$ cat src/sv/wchs_pkg.sv
// Shared types, constants and arithmetic helpers of the Welch H1 block.
// Used by every module of the block; depends on nothing.
`default_nettype none
package wchs_pkg;

    localparam int FFT_SIZE_DEF = 1024;
    localparam int BIN_W        = 10;
    localparam int SPEC_W       = 24;
    localparam int SUM_W        = 64;
    localparam int QDEPTH       = 4;
    localparam int QPTR_W       = 2;

    // input kinds
    localparam logic [1:0] KIND_ACC    = 2'd0;
    localparam logic [1:0] KIND_READ   = 2'd1;
    localparam logic [1:0] KIND_CLEAR  = 2'd2;
    localparam logic [1:0] KIND_UNUSED = 2'd3;

    // configuration register indexes
    localparam logic CFG_SCALE = 1'b0;
    localparam logic CFG_REGZ  = 1'b1;

    localparam logic [23:0] SCALE_RESET = 24'd65536;
    localparam logic [31:0] REGZ_RESET  = 32'd0;

    // classified commands that travel through the queue
    typedef enum logic [1:0] {
        CMD_ACC,
        CMD_READ,
        CMD_READ_OOR,
        CMD_CLEAR
    } cmd_t;

    typedef struct packed {
        cmd_t                     cmd;
        logic [BIN_W-1:0]         bin;
        logic                     seg_end;
        logic                     band_end;
        logic signed [SPEC_W-1:0] u_re;
        logic signed [SPEC_W-1:0] u_im;
        logic signed [SPEC_W-1:0] y_re;
        logic signed [SPEC_W-1:0] y_im;
    } qent_t;

    // magnitude of a signed 64-bit value
    function automatic logic [63:0] mag64(input logic signed [63:0] x);
        mag64 = x[63] ? 64'(-x) : 64'(x);
    endfunction

    // saturating add of a 49-bit term to a 64-bit sum
    function automatic logic signed [63:0] sat_add(input logic signed [63:0] a,
                                                   input logic signed [48:0] b);
        logic signed [64:0] s;
        s = {a[63], a} + 65'(b);
        if (s[64] != s[63]) begin
            sat_add = s[64] ? {1'b1, 63'd0} : {1'b0, {63{1'b1}}};
        end else begin
            sat_add = s[63:0];
        end
    endfunction

    // Q16.16 gain from an unsigned quotient and the numerator sign
    function automatic logic [31:0] gain_fix(input logic [79:0] q, input logic neg);
        logic        over;
        logic [31:0] m;
        over = |q[79:31];
        m    = over ? 32'h8000_0000 : {1'b0, q[30:0]};
        if (neg) begin
            gain_fix = 32'(-m);
        end else begin
            gain_fix = over ? 32'h7FFF_FFFF : m;
        end
    endfunction

endpackage
`default_nettype wire

$ cat src/sv/wchs_front.sv
// Front end: accepts input beats, classifies them and queues commands.
// Depends on wchs_pkg.
`default_nettype none
module wchs_front #(
    parameter int FFT_SIZE = wchs_pkg::FFT_SIZE_DEF
) (
    input  wire logic                 aclk,
    input  wire logic                 aresetn,
    input  wire logic                 s_tvalid,
    output logic                      s_tready,
    input  wire logic [111:0]         s_tdata,   // bin, u_re, u_im, y_re, y_im, zero pad
    input  wire logic [1:0]           s_tuser,   // kind
    input  wire logic                 hold_in,
    output logic                      q_valid,
    output wchs_pkg::qent_t           q_data,
    input  wire logic                 q_pop
);
    import wchs_pkg::*;

    localparam logic [31:0] LAST_BIN = 32'(FFT_SIZE / 2);

    qent_t             q_reg [QDEPTH];
    logic [QPTR_W-1:0] wp_reg, rp_reg;
    logic [QPTR_W:0]   cnt_reg;

    logic [BIN_W-1:0] bin;
    logic [31:0]      bin32;
    logic             in_range, enq, push;
    qent_t            ent;

    assign bin      = s_tdata[9:0];
    assign bin32    = {22'd0, bin};
    assign in_range = bin32 <= LAST_BIN;

    // classify the beat
    always_comb begin
        ent.bin      = bin;
        ent.seg_end  = bin32 == LAST_BIN;
        ent.band_end = (bin32 == LAST_BIN) || (bin32 == 32'd0);
        ent.u_re     = s_tdata[33:10];
        ent.u_im     = s_tdata[57:34];
        ent.y_re     = s_tdata[81:58];
        ent.y_im     = s_tdata[105:82];
        ent.cmd      = CMD_ACC;
        enq          = 1'b0;
        case (s_tuser)
            KIND_ACC: begin
                enq = in_range;
            end
            KIND_READ: begin
                enq     = 1'b1;
                ent.cmd = in_range ? CMD_READ : CMD_READ_OOR;
            end
            KIND_CLEAR: begin
                enq     = 1'b1;
                ent.cmd = CMD_CLEAR;
            end
            default: begin
                enq = 1'b0;
            end
        endcase
    end

    assign s_tready = (cnt_reg != (QPTR_W+1)'(QDEPTH)) && !hold_in;
    assign push     = s_tvalid && s_tready && enq;
    assign q_valid  = cnt_reg != '0;
    assign q_data   = q_reg[rp_reg];

    // queue storage
    always_ff @(posedge aclk) begin
        if (push) begin
            q_reg[wp_reg] <= ent;
        end
    end

    // queue pointers
    always_ff @(posedge aclk) begin
        if (!aresetn) begin
            wp_reg  <= '0;
            rp_reg  <= '0;
            cnt_reg <= '0;
        end else begin
            if (push) begin
                wp_reg <= wp_reg + 1'b1;
            end
            if (q_pop) begin
                rp_reg <= rp_reg + 1'b1;
            end
            cnt_reg <= cnt_reg + (QPTR_W+1)'(push) - (QPTR_W+1)'(q_pop);
        end
    end

endmodule
`default_nettype wire

$ cat config.mk
export PLATFORM = sky130hd
export DESIGN_NAME = wchs_front
export DESIGN_NICKNAME = d
export VERILOG_FILES = /design/src/sv/wchs_pkg.sv /design/src/sv/wchs_front.sv
export SDC_FILE = /design/constraint.sdc
export NUM_CORES = 1
export LEC_CHECK = 0
export ABC_AREA = 0
export BUFFER_PORTS_ARGS = -buffer_cell sky130_fd_sc_hd__buf_2
export CELL_PAD_IN_SITES_DETAIL_PLACEMENT = 1
export CELL_PAD_IN_SITES_GLOBAL_PLACEMENT = 2
export CORE_ASPECT_RATIO = 2
export CORE_MARGIN = 3
export CORE_UTILIZATION = 40
export DETAILED_ROUTE_END_ITERATION = 10
export PLACE_DENSITY = 0.7
export SYNTH_ARGS = -nofsm -noshare
export SYNTH_HDL_FRONTEND = slang
export SYNTH_SLANG_ARGS = --single-unit
$ cat constraint.sdc
create_clock -name aclk -period 8.4 [get_ports aclk]
set_input_delay 2.1 -clock aclk [delete_from_list [all_inputs] [get_ports aclk]]
set_output_delay 2.1 -clock aclk [all_outputs]
set_load 0.01 [all_outputs]
# Word-level counts from Yosys, hierarchy flattened

Memory sizes are Yosys's and may differ from the RTL's. A register that Yosys moved wholly into a read port is not among the register bits.
Index checks and enable logic that the tools add are counted.

Register bits after elaboration: 7
Memory bits (writable): 440
Input bits: 119
Output and inout port bits: 112
Memories: 1

Memory list:

| memory | depth | bits a word | rd ports | clocked after Yosys merged registers in | write ports | RTL line         | source |
|---|---|---|---|---|---|---|---|
| q_reg  | 4     | 110         | 1        | 1                                       | 1           | wchs_front.sv:22 | `qent_t q_reg [QDEPTH];` |

Add/sub/neg operators: 4
$lt $le $gt $ge: 1
Eq/ne operators: 4
Multiplexer cells: 7
Reductions and logical operators: 9

Operator list:

| operator                                            | count |
|---|---|
| zero test 32 bit                                    | 1 |
| equality test 10 bit, second input constant         | 1 |
| <= comparator 10 bit, second input constant         | 1 |
| two-way mux 2 bit                                   | 3 |
| adder 2 x 1 -> 2 bit, second input constant         | 2 |
| one-hot mux 2 bit (2 select lines)                  | 1 |
| adder 3 x 1 -> 3 bit                                | 1 |
| logical AND 1 bit                                   | 3 |
| != test 3 bit, second input constant                | 1 |
| nonzero test 3 bit                                  | 1 |
| subtractor 3 x 1 -> 3 bit                           | 1 |
| equality test 2 x 1 -> 1 bit, second input constant | 1 |
| equality test 2 bit, second input constant          | 1 |
| zero test 2 bit                                     | 1 |
| two-way mux 1 bit                                   | 2 |
| one-hot mux 1 bit (2 select lines)                  | 1 |
| OR reduction 2 bit                                  | 1 |
| zero test 1 bit                                     | 1 |
| logical OR 1 bit                                    | 1 |

# Longest topological paths before layout

Gate-level depths: netlist of run 1.

Word-level depth: 6
Mapped depth: 13
Depth with buffers taken out: 13

# Worst setup path before layout of run 1

Ideal clock, no wire load.

Kind: input to register
From: input s_tuser[0]
To: memory q_reg[0][0] (netlist name) (enable)
Setup time: 0.482 ns
Arrival time: 5.532 ns
Required time: 7.918 ns
Slack: 2.386 ns
Cell stages on the path: 6
Buffers on the path: 0
Cell sequence: inv_1 > ha_1 > nor2_1 > nor3b_1 > o311a_4 > and2_1

Cells in the longest elaborated chain, start to end: 6
Elaborated cells between the ends (all ways): 8

RTL lines:

| element                                                             | RTL line         | source |
|---|---|---|
| start: declaration                                                  | wchs_front.sv:12 | `input wire logic [1:0] s_tuser,` |
| equality test 2 bit or equality test 2 x 1 -> 1 bit (tied branches) | wchs_front.sv:46 | `case (s_tuser)` |
| OR reduction 2 bit (no source line)                                 | -                |  |
| one-hot mux 1 bit (2 select lines) *                                | wchs_front.sv:46 |  |
| logical AND 1 bit *                                                 | wchs_front.sv:65 | `assign push = s_tvalid && s_tready && enq;` |
| two-way mux 1 bit *                                                 | wchs_front.sv:71 | `if (push) begin` |
| two-way mux 1 bit (implied by the code) *                           | wchs_front.sv:72 | `q_reg[wp_reg] <= ent;` |
| end: declaration                                                    | wchs_front.sv:22 |  |

Mark *: on every way between the ends. The rest lies on a longest branch, timed or not.

==> results.sh, run 1 <==
export IMPL_power_density_nw_per_um2=240
export IMPL_finalNonFillerCells=1457
export IMPL_synth_cell_types=27
export IMPL_synth_async_reset_ratio=0
export IMPL_antenna_found_initial=5
export IMPL_drtIter0Drc=346
export IMPL_hold_violations=0
export IMPL_setup_worst_path_start_class="flop"
export IMPL_cts_resized=0
export IMPL_synth_area_um2=16500
export IMPL_min_period_ns=5.10
export IMPL_slew_limit_headroom=0.291
export IMPL_wl_um=33400
export IMPL_clockBufferDepth=3
export IMPL_ir_drop_mv=0.200
export IMPL_area_delta_synth_final_pct=18.1
export IMPL_worstReg2RegStart="cnt_reg[1]$_SDFF_PN0_"
export IMPL_die_area_um2=43800
export IMPL_first_global_vias=8156
export IMPL_hold_path_class="reg -> reg"
export IMPL_cts_sinks=449
export IMPL_synth_edf_count=440
export IMPL_yosysTopAreaCell="edfxtp_1"
export IMPL_core_area_um2=40500
export IMPL_numCtsBuffers=40
export IMPL_synthTopCellsByArea="edfxtp_1 (80%), mux4_2 (15%), dfxtp_1 (1.1%)"
export IMPL_grt_pass1_wl_um=50200
export IMPL_final_max_slew_viol_count=0
export IMPL_maxCapViolCount=0
export IMPL_via_per_inst=4.99
export IMPL_fin_setup_tns_ns=0
export IMPL_syn_nets=771
export IMPL_cts_clk_slew_worst_paths_ns=0.06
export IMPL_crit_required_ns=6.30
export IMPL_htreeDepth=2
export IMPL_worst_pin_slew_ns=1.06
export IMPL_synthTopCellsByCount="edfxtp_1 (440), mux4_2 (110), buf_2 (11), buf_6 (11)"
export IMPL_netlist_instances=641
export IMPL_ant_nets=0
export IMPL_clk_latency_ns=0.53
export IMPL_hold_buffers=0
export IMPL_finClkSkew_ns=0.0106
export IMPL_yosys_register_bits=449
export IMPL_fin_nets=1022
export IMPL_timing_rr_end="q_reg[2][43]$_DFFE_PP_"
export IMPL_largest_reg_flops=440
export IMPL_overflow=0
export IMPL_postCtsSetupBuffers=0
export IMPL_num_vias=7277
export IMPL_total_power_mw=4.67
export IMPL_place_area_um2=18200
export IMPL_rsz0062_at_grt="false"
export IMPL_period_share=0.607
export IMPL_holdPathStages=2
export IMPL_cts_tree="yes"
export IMPL_die_y_um=293
export IMPL_numPortBuffers=224
export IMPL_status="complete, no violations"
export IMPL_row_count=104
export IMPL_start_util=0.407
export IMPL_hp_start="wp_reg[0]$_SDFFE_PN0P_"
export IMPL_reg2reg_depth=5
export IMPL_firstDrtPassIters=4
export IMPL_dpl_cell_count=1380
export IMPL_yosys_warnings=0
export IMPL_synth_top_area_share=0.801
export IMPL_worst_path_max_fanout=65
export IMPL_hpwl_um=20500
export IMPL_drcViolationCount=0
export IMPL_ff_latch_area_um2=13400
export IMPL_path_class="reg -> out"
export IMPL_ioPinCount=231
export IMPL_drive_above_1_share=0.450
export IMPL_clock_fmax_mhz=196
export IMPL_holdWs_ns=0.502
export IMPL_ys_seq_area_frac=0.812
export IMPL_grtUsageTotal=0.153
export IMPL_multiInputGateArea_um2=2880
export IMPL_finalSetupViolations=0
export IMPL_wl_per_cell_um=22.9
export IMPL_p_leak_nw=6.42
export IMPL_fill_cells=3698
export IMPL_final_area_um2=19500
export IMPL_synth_most_common_cell="edfxtp_1"
export IMPL_end_kind="output pin"
export IMPL_cp_arrival_ns=3.00
export IMPL_cts_root_buf="clkbuf_16"
export IMPL_r2r_slack_ns=5.70
export IMPL_syn_area_per_cell_um2=25.7
export IMPL_gp_congestion=0.685
export IMPL_grt_max_degree=83
export IMPL_die_width_um=150
export IMPL_synth_flop_cell="edfxtp_1"
export IMPL_hold_end="wp_reg[0]$_SDFFE_PN0P_"
-- power by group --
group / leakage [nW] / switching [mW] / total [mW] / internal, mW
Combinational: 1.75 / 0.190 / 0.370 / 0.180
Sequential: 4.04 / 0.0307 / 2.53 / 2.50
Clock: 0.632 / 0.770 / 1.77 / 1.00
Total: 6.42 / 0.990 / 4.67 / 3.68
-- stage by stage --
| step | setup WS (ns) | utilization |
|---|---|---|
| 4_1_cts | 3.22 | 0.481 |
| 3_5_place_dp | 3.37 | 0.449 |
| 3_3_place_gp | 3.34 | 0.449 |
| 6_report | 3.30 | 0.481 |
| 5_1_grt | 3.17 | 0.481 |
| 2_1_floorplan | 2.39 | - |
-- cells by family (layout without fill, tap and decap cells) --
group	after synthesis	after routing	share of synthesized area
adder cells (fa/ha/maj)	11	11	0.00880
flip-flops	449	449	0.812
XOR/XNOR	4	4	0.00212
buffers and inverters	35	318	0.0138
other	0	3	0
AO/OA/AOI/OAI	5	5	0.00288
multiplexers	112	112	0.151
AND/OR/NAND/NOR	25	25	0.00873
-- per-layer routing --
layer	vias to the layer above	track usage	part of all wire	wire (um)
li1	3242	-	-	-
met1	3780	0.177	0.37	12400
met2	194	0.281	0.55	18300
met3	57	0.0304	0.048	1600
met4	4	0.0543	0.032	1070
met5	-	0	0.00054	18
-- cell usage in the layout (no fill, tap or decap), types with 2 or more instances in the layout --
cell,instances
nand2_1,5
dfxtp_4,2
mux4_2,110
clkbuf_8,4
edfxtp_1,440
dfxtp_1,7
clkbuf_1,10
clkinv_1,2
nor2_1,4
and2_4,4
diode_2,3
buf_2,224
xnor2_1,3
clkinv_2,9
clkinvlp_4,2
clkbuf_16,41
buf_4,9
and2_1,6
inv_1,9
ha_1,10
mux2i_1,2
inv_6,3
bufinv_16,2
-- final cells by class --
class | instances | area share
Antenna cell | 3 | 0.000385
Clock buffer | 55 | 0.0574
Clock inverter | 19 | 0.00848
Inverter | 10 | 0.00193
Multi-Input combinational cell | 157 | 0.148
Sequential cell | 449 | 0.688
Tap cell | 530 | 0.0340
Timing Repair Buffer | 234 | 0.0620
-- critical path, stage by stage, from the launching register on --
cell and delay, ns:
dfxtp_4 0.99, buf_4 0.74, mux4_2 0.44, buf_2 0.16
-- how the worst max path moves through the flow --
stage,from,to,depth (start not counted)
2_1_floorplan,s_tuser[0],q_reg[0][0]$_DFFE_PP_,6
3_3_place_gp,s_tdata[2],q_reg[2][42]$_DFFE_PP_,7
3_5_place_dp,s_tuser[0],q_reg[2][42]$_DFFE_PP_,8
4_1_cts,flop,q_data[31],3
5_1_grt,flop,q_data[31],3
6_report,flop,q_data[25],3
(Power assumes the default switching activity.)
==> run 2: changes to the inputs <==
==> constraint.sdc (replaced) <==
create_clock -name aclk -period 4.97 [get_ports aclk]
set_input_delay 1.2425 -clock aclk [delete_from_list [all_inputs] [get_ports aclk]]
set_output_delay 1.2425 -clock aclk [all_outputs]
set_load 0.01 [all_outputs]
==> run 2 against run 1 <==
  * Die area unchanged
  * Largest cell class unchanged
  * Critical path depth unchanged
  * Critical path type unchanged
  * First-iteration DRC count down 13%
  * Design area up 0.80%
  * Clock power up 72%
  * Sequential power up 69%
  * Sequential cell count unchanged
  * Wire length up 1.4%
  * Global-route usage up 0.33 points
==> results.sh, run 2 (synthesis results as in run 1) <==
export IMPL_status="complete, no violations"
export IMPL_cts_resized=0
export IMPL_grt_pass1_wl_um=51200
export IMPL_hold_violations=0
export IMPL_maxCapViolCount=0
export IMPL_gp_congestion=0.695
export IMPL_multiInputGateArea_um2=2880
export IMPL_clock_fmax_mhz=271
export IMPL_final_max_slew_viol_count=0
export IMPL_numCtsBuffers=40
export IMPL_grt_max_degree=52
export IMPL_htreeDepth=2
export IMPL_worst_pin_slew_ns=0.873
export IMPL_rsz0062_at_grt="false"
export IMPL_area_delta_synth_final_pct=19.1
export IMPL_grtUsageTotal=0.156
export IMPL_min_period_ns=3.69
export IMPL_layout_cells_most_common="edfxtp_1"
export IMPL_cts_clk_slew_worst_paths_ns=0.07
export IMPL_die_width_um=150
export IMPL_wl_per_cell_um=23.1
export IMPL_ioPinCount=231
export IMPL_via_per_inst=5.03
export IMPL_crit_end="q_data[94]"
export IMPL_worst_path_max_fanout=51
export IMPL_fill_cells=3668
export IMPL_period_share=0.742
export IMPL_holdWs_ns=0.506
export IMPL_core_area_um2=40500
export IMPL_largest_reg_flops=440
export IMPL_hold_buffers=0
export IMPL_finalNonFillerCells=1461
export IMPL_cts_tree="yes"
export IMPL_layout_common_cells="edfxtp_1 (440), buf_2 (224), mux4_2 (110)"
export IMPL_ff_latch_area_um2=13400
export IMPL_r2r_slack_ns=2.55
export IMPL_start_util=0.407
export IMPL_slew_limit_headroom=0.418
export IMPL_drtIter0Drc=301
export IMPL_cts_sinks=449
export IMPL_finClkSkew_ns=0.0233
export IMPL_timing_rr_end="cnt_reg[2]$_SDFF_PN0_"
export IMPL_hpwl_um=20800
export IMPL_fin_nets=1025
export IMPL_place_area_um2=18300
export IMPL_path_class="reg -> out"
export IMPL_reg2reg_depth=11
export IMPL_crit_path_max_incr_delay_ns=0.92
export IMPL_cp_arrival_ns=2.44
export IMPL_final_area_um2=19600
export IMPL_hold_path_class="reg -> reg"
export IMPL_postCtsSetupBuffers=0
export IMPL_num_vias=7348
export IMPL_finalSetupViolations=0
export IMPL_numPortBuffers=224
export IMPL_drcViolationCount=0
export IMPL_overflow=0
export IMPL_dpl_cell_count=1383
export IMPL_fin_util=0.485
export IMPL_wl_um=33800
export IMPL_power_density_nw_per_um2=405
export IMPL_setup_worst_path_start_class="flop"
export IMPL_end_kind="output pin"
export IMPL_p_leak_nw=6.46
export IMPL_cts_root_buf="clkbuf_16"
export IMPL_ir_drop_mv=0.300
export IMPL_clk_latency_ns=0.53
export IMPL_clockBufferDepth=3
export IMPL_drive_above_1_share=0.449
export IMPL_ant_nets=0
export IMPL_die_area_um2=43800
export IMPL_first_global_vias=8199
export IMPL_crit_slowest_cell="dfxtp_4"
export IMPL_crit_chain="buf_4, mux4_2, buf_2"
export IMPL_crit_required_ns=3.73
export IMPL_row_count=104
export IMPL_antenna_found_initial=7
export IMPL_fin_setup_tns_ns=0
export IMPL_worstReg2RegStart="cnt_reg[0]$_SDFF_PN0_"
export IMPL_firstDrtPassIters=4
export IMPL_die_y_um=293
run 2: final cells by class:
class,instances,share of cell area
diodes,6,0.000765
clock buffers,47,0.0534
clock inverters,25,0.0120
inverters,10,0.00191
multi-input cells,157,0.147
flip-flops and latches,449,0.682
well taps,530,0.0338
repair buffers,237,0.0691
run 2: worst max-delay path: cells and delay by family, from the launching register on:
kind | cells | cell delay, ns
flip-flops | 1 | 0.92
buffers and inverters | 2 | 0.59
multiplexers | 1 | 0.39
run 2: through the flow:
step / power, mW / worst slack, ns
final: 7.95 / 1.28
after global routing: 8.25 / 1.07
after CTS: 8.09 / 1.13
after detailed placement: 5.02 / 1.07
after global placement: 5.00 / 1.15
after floorplan: 4.72 / 1.03
run 2: worst min-delay path by stage:
| stage | start | endpoint | slack [ns] | depth (start not counted) |
|---|---|---|---|---|
| floorplan | wp_reg[1]$_SDFFE_PN0P_ | wp_reg[1]$_SDFFE_PN0P_ | 0.47 | 2 |
| global placement | wp_reg[0]$_SDFFE_PN0P_ | wp_reg[0]$_SDFFE_PN0P_ | 0.48 | 2 |
| detailed placement | wp_reg[0]$_SDFFE_PN0P_ | wp_reg[0]$_SDFFE_PN0P_ | 0.50 | 2 |
| CTS | wp_reg[0]$_SDFFE_PN0P_ | wp_reg[0]$_SDFFE_PN0P_ | 0.51 | 2 |
| global route | wp_reg[0]$_SDFFE_PN0P_ | wp_reg[0]$_SDFFE_PN0P_ | 0.55 | 2 |
| finish | wp_reg[0]$_SDFFE_PN0P_ | wp_reg[0]$_SDFFE_PN0P_ | 0.51 | 2 |
run 2: power breakdown:
part | total, mW | internal (mW) | switching [mW]
Sequential | 4.27 | 4.22 | 0.0456
Combinational | 0.644 | 0.314 | 0.330
Clock | 3.04 | 1.73 | 1.31
Total | 7.95 | 6.26 | 1.68
run 2: per-layer routing:
layer,vias up,part of all wire,global-route usage
li1,3251,-,-
met1,3855,0.37,0.181
met2,187,0.55,0.288
met3,55,0.051,0.0346
met4,0,0.028,0.0481
met5,-,0,0
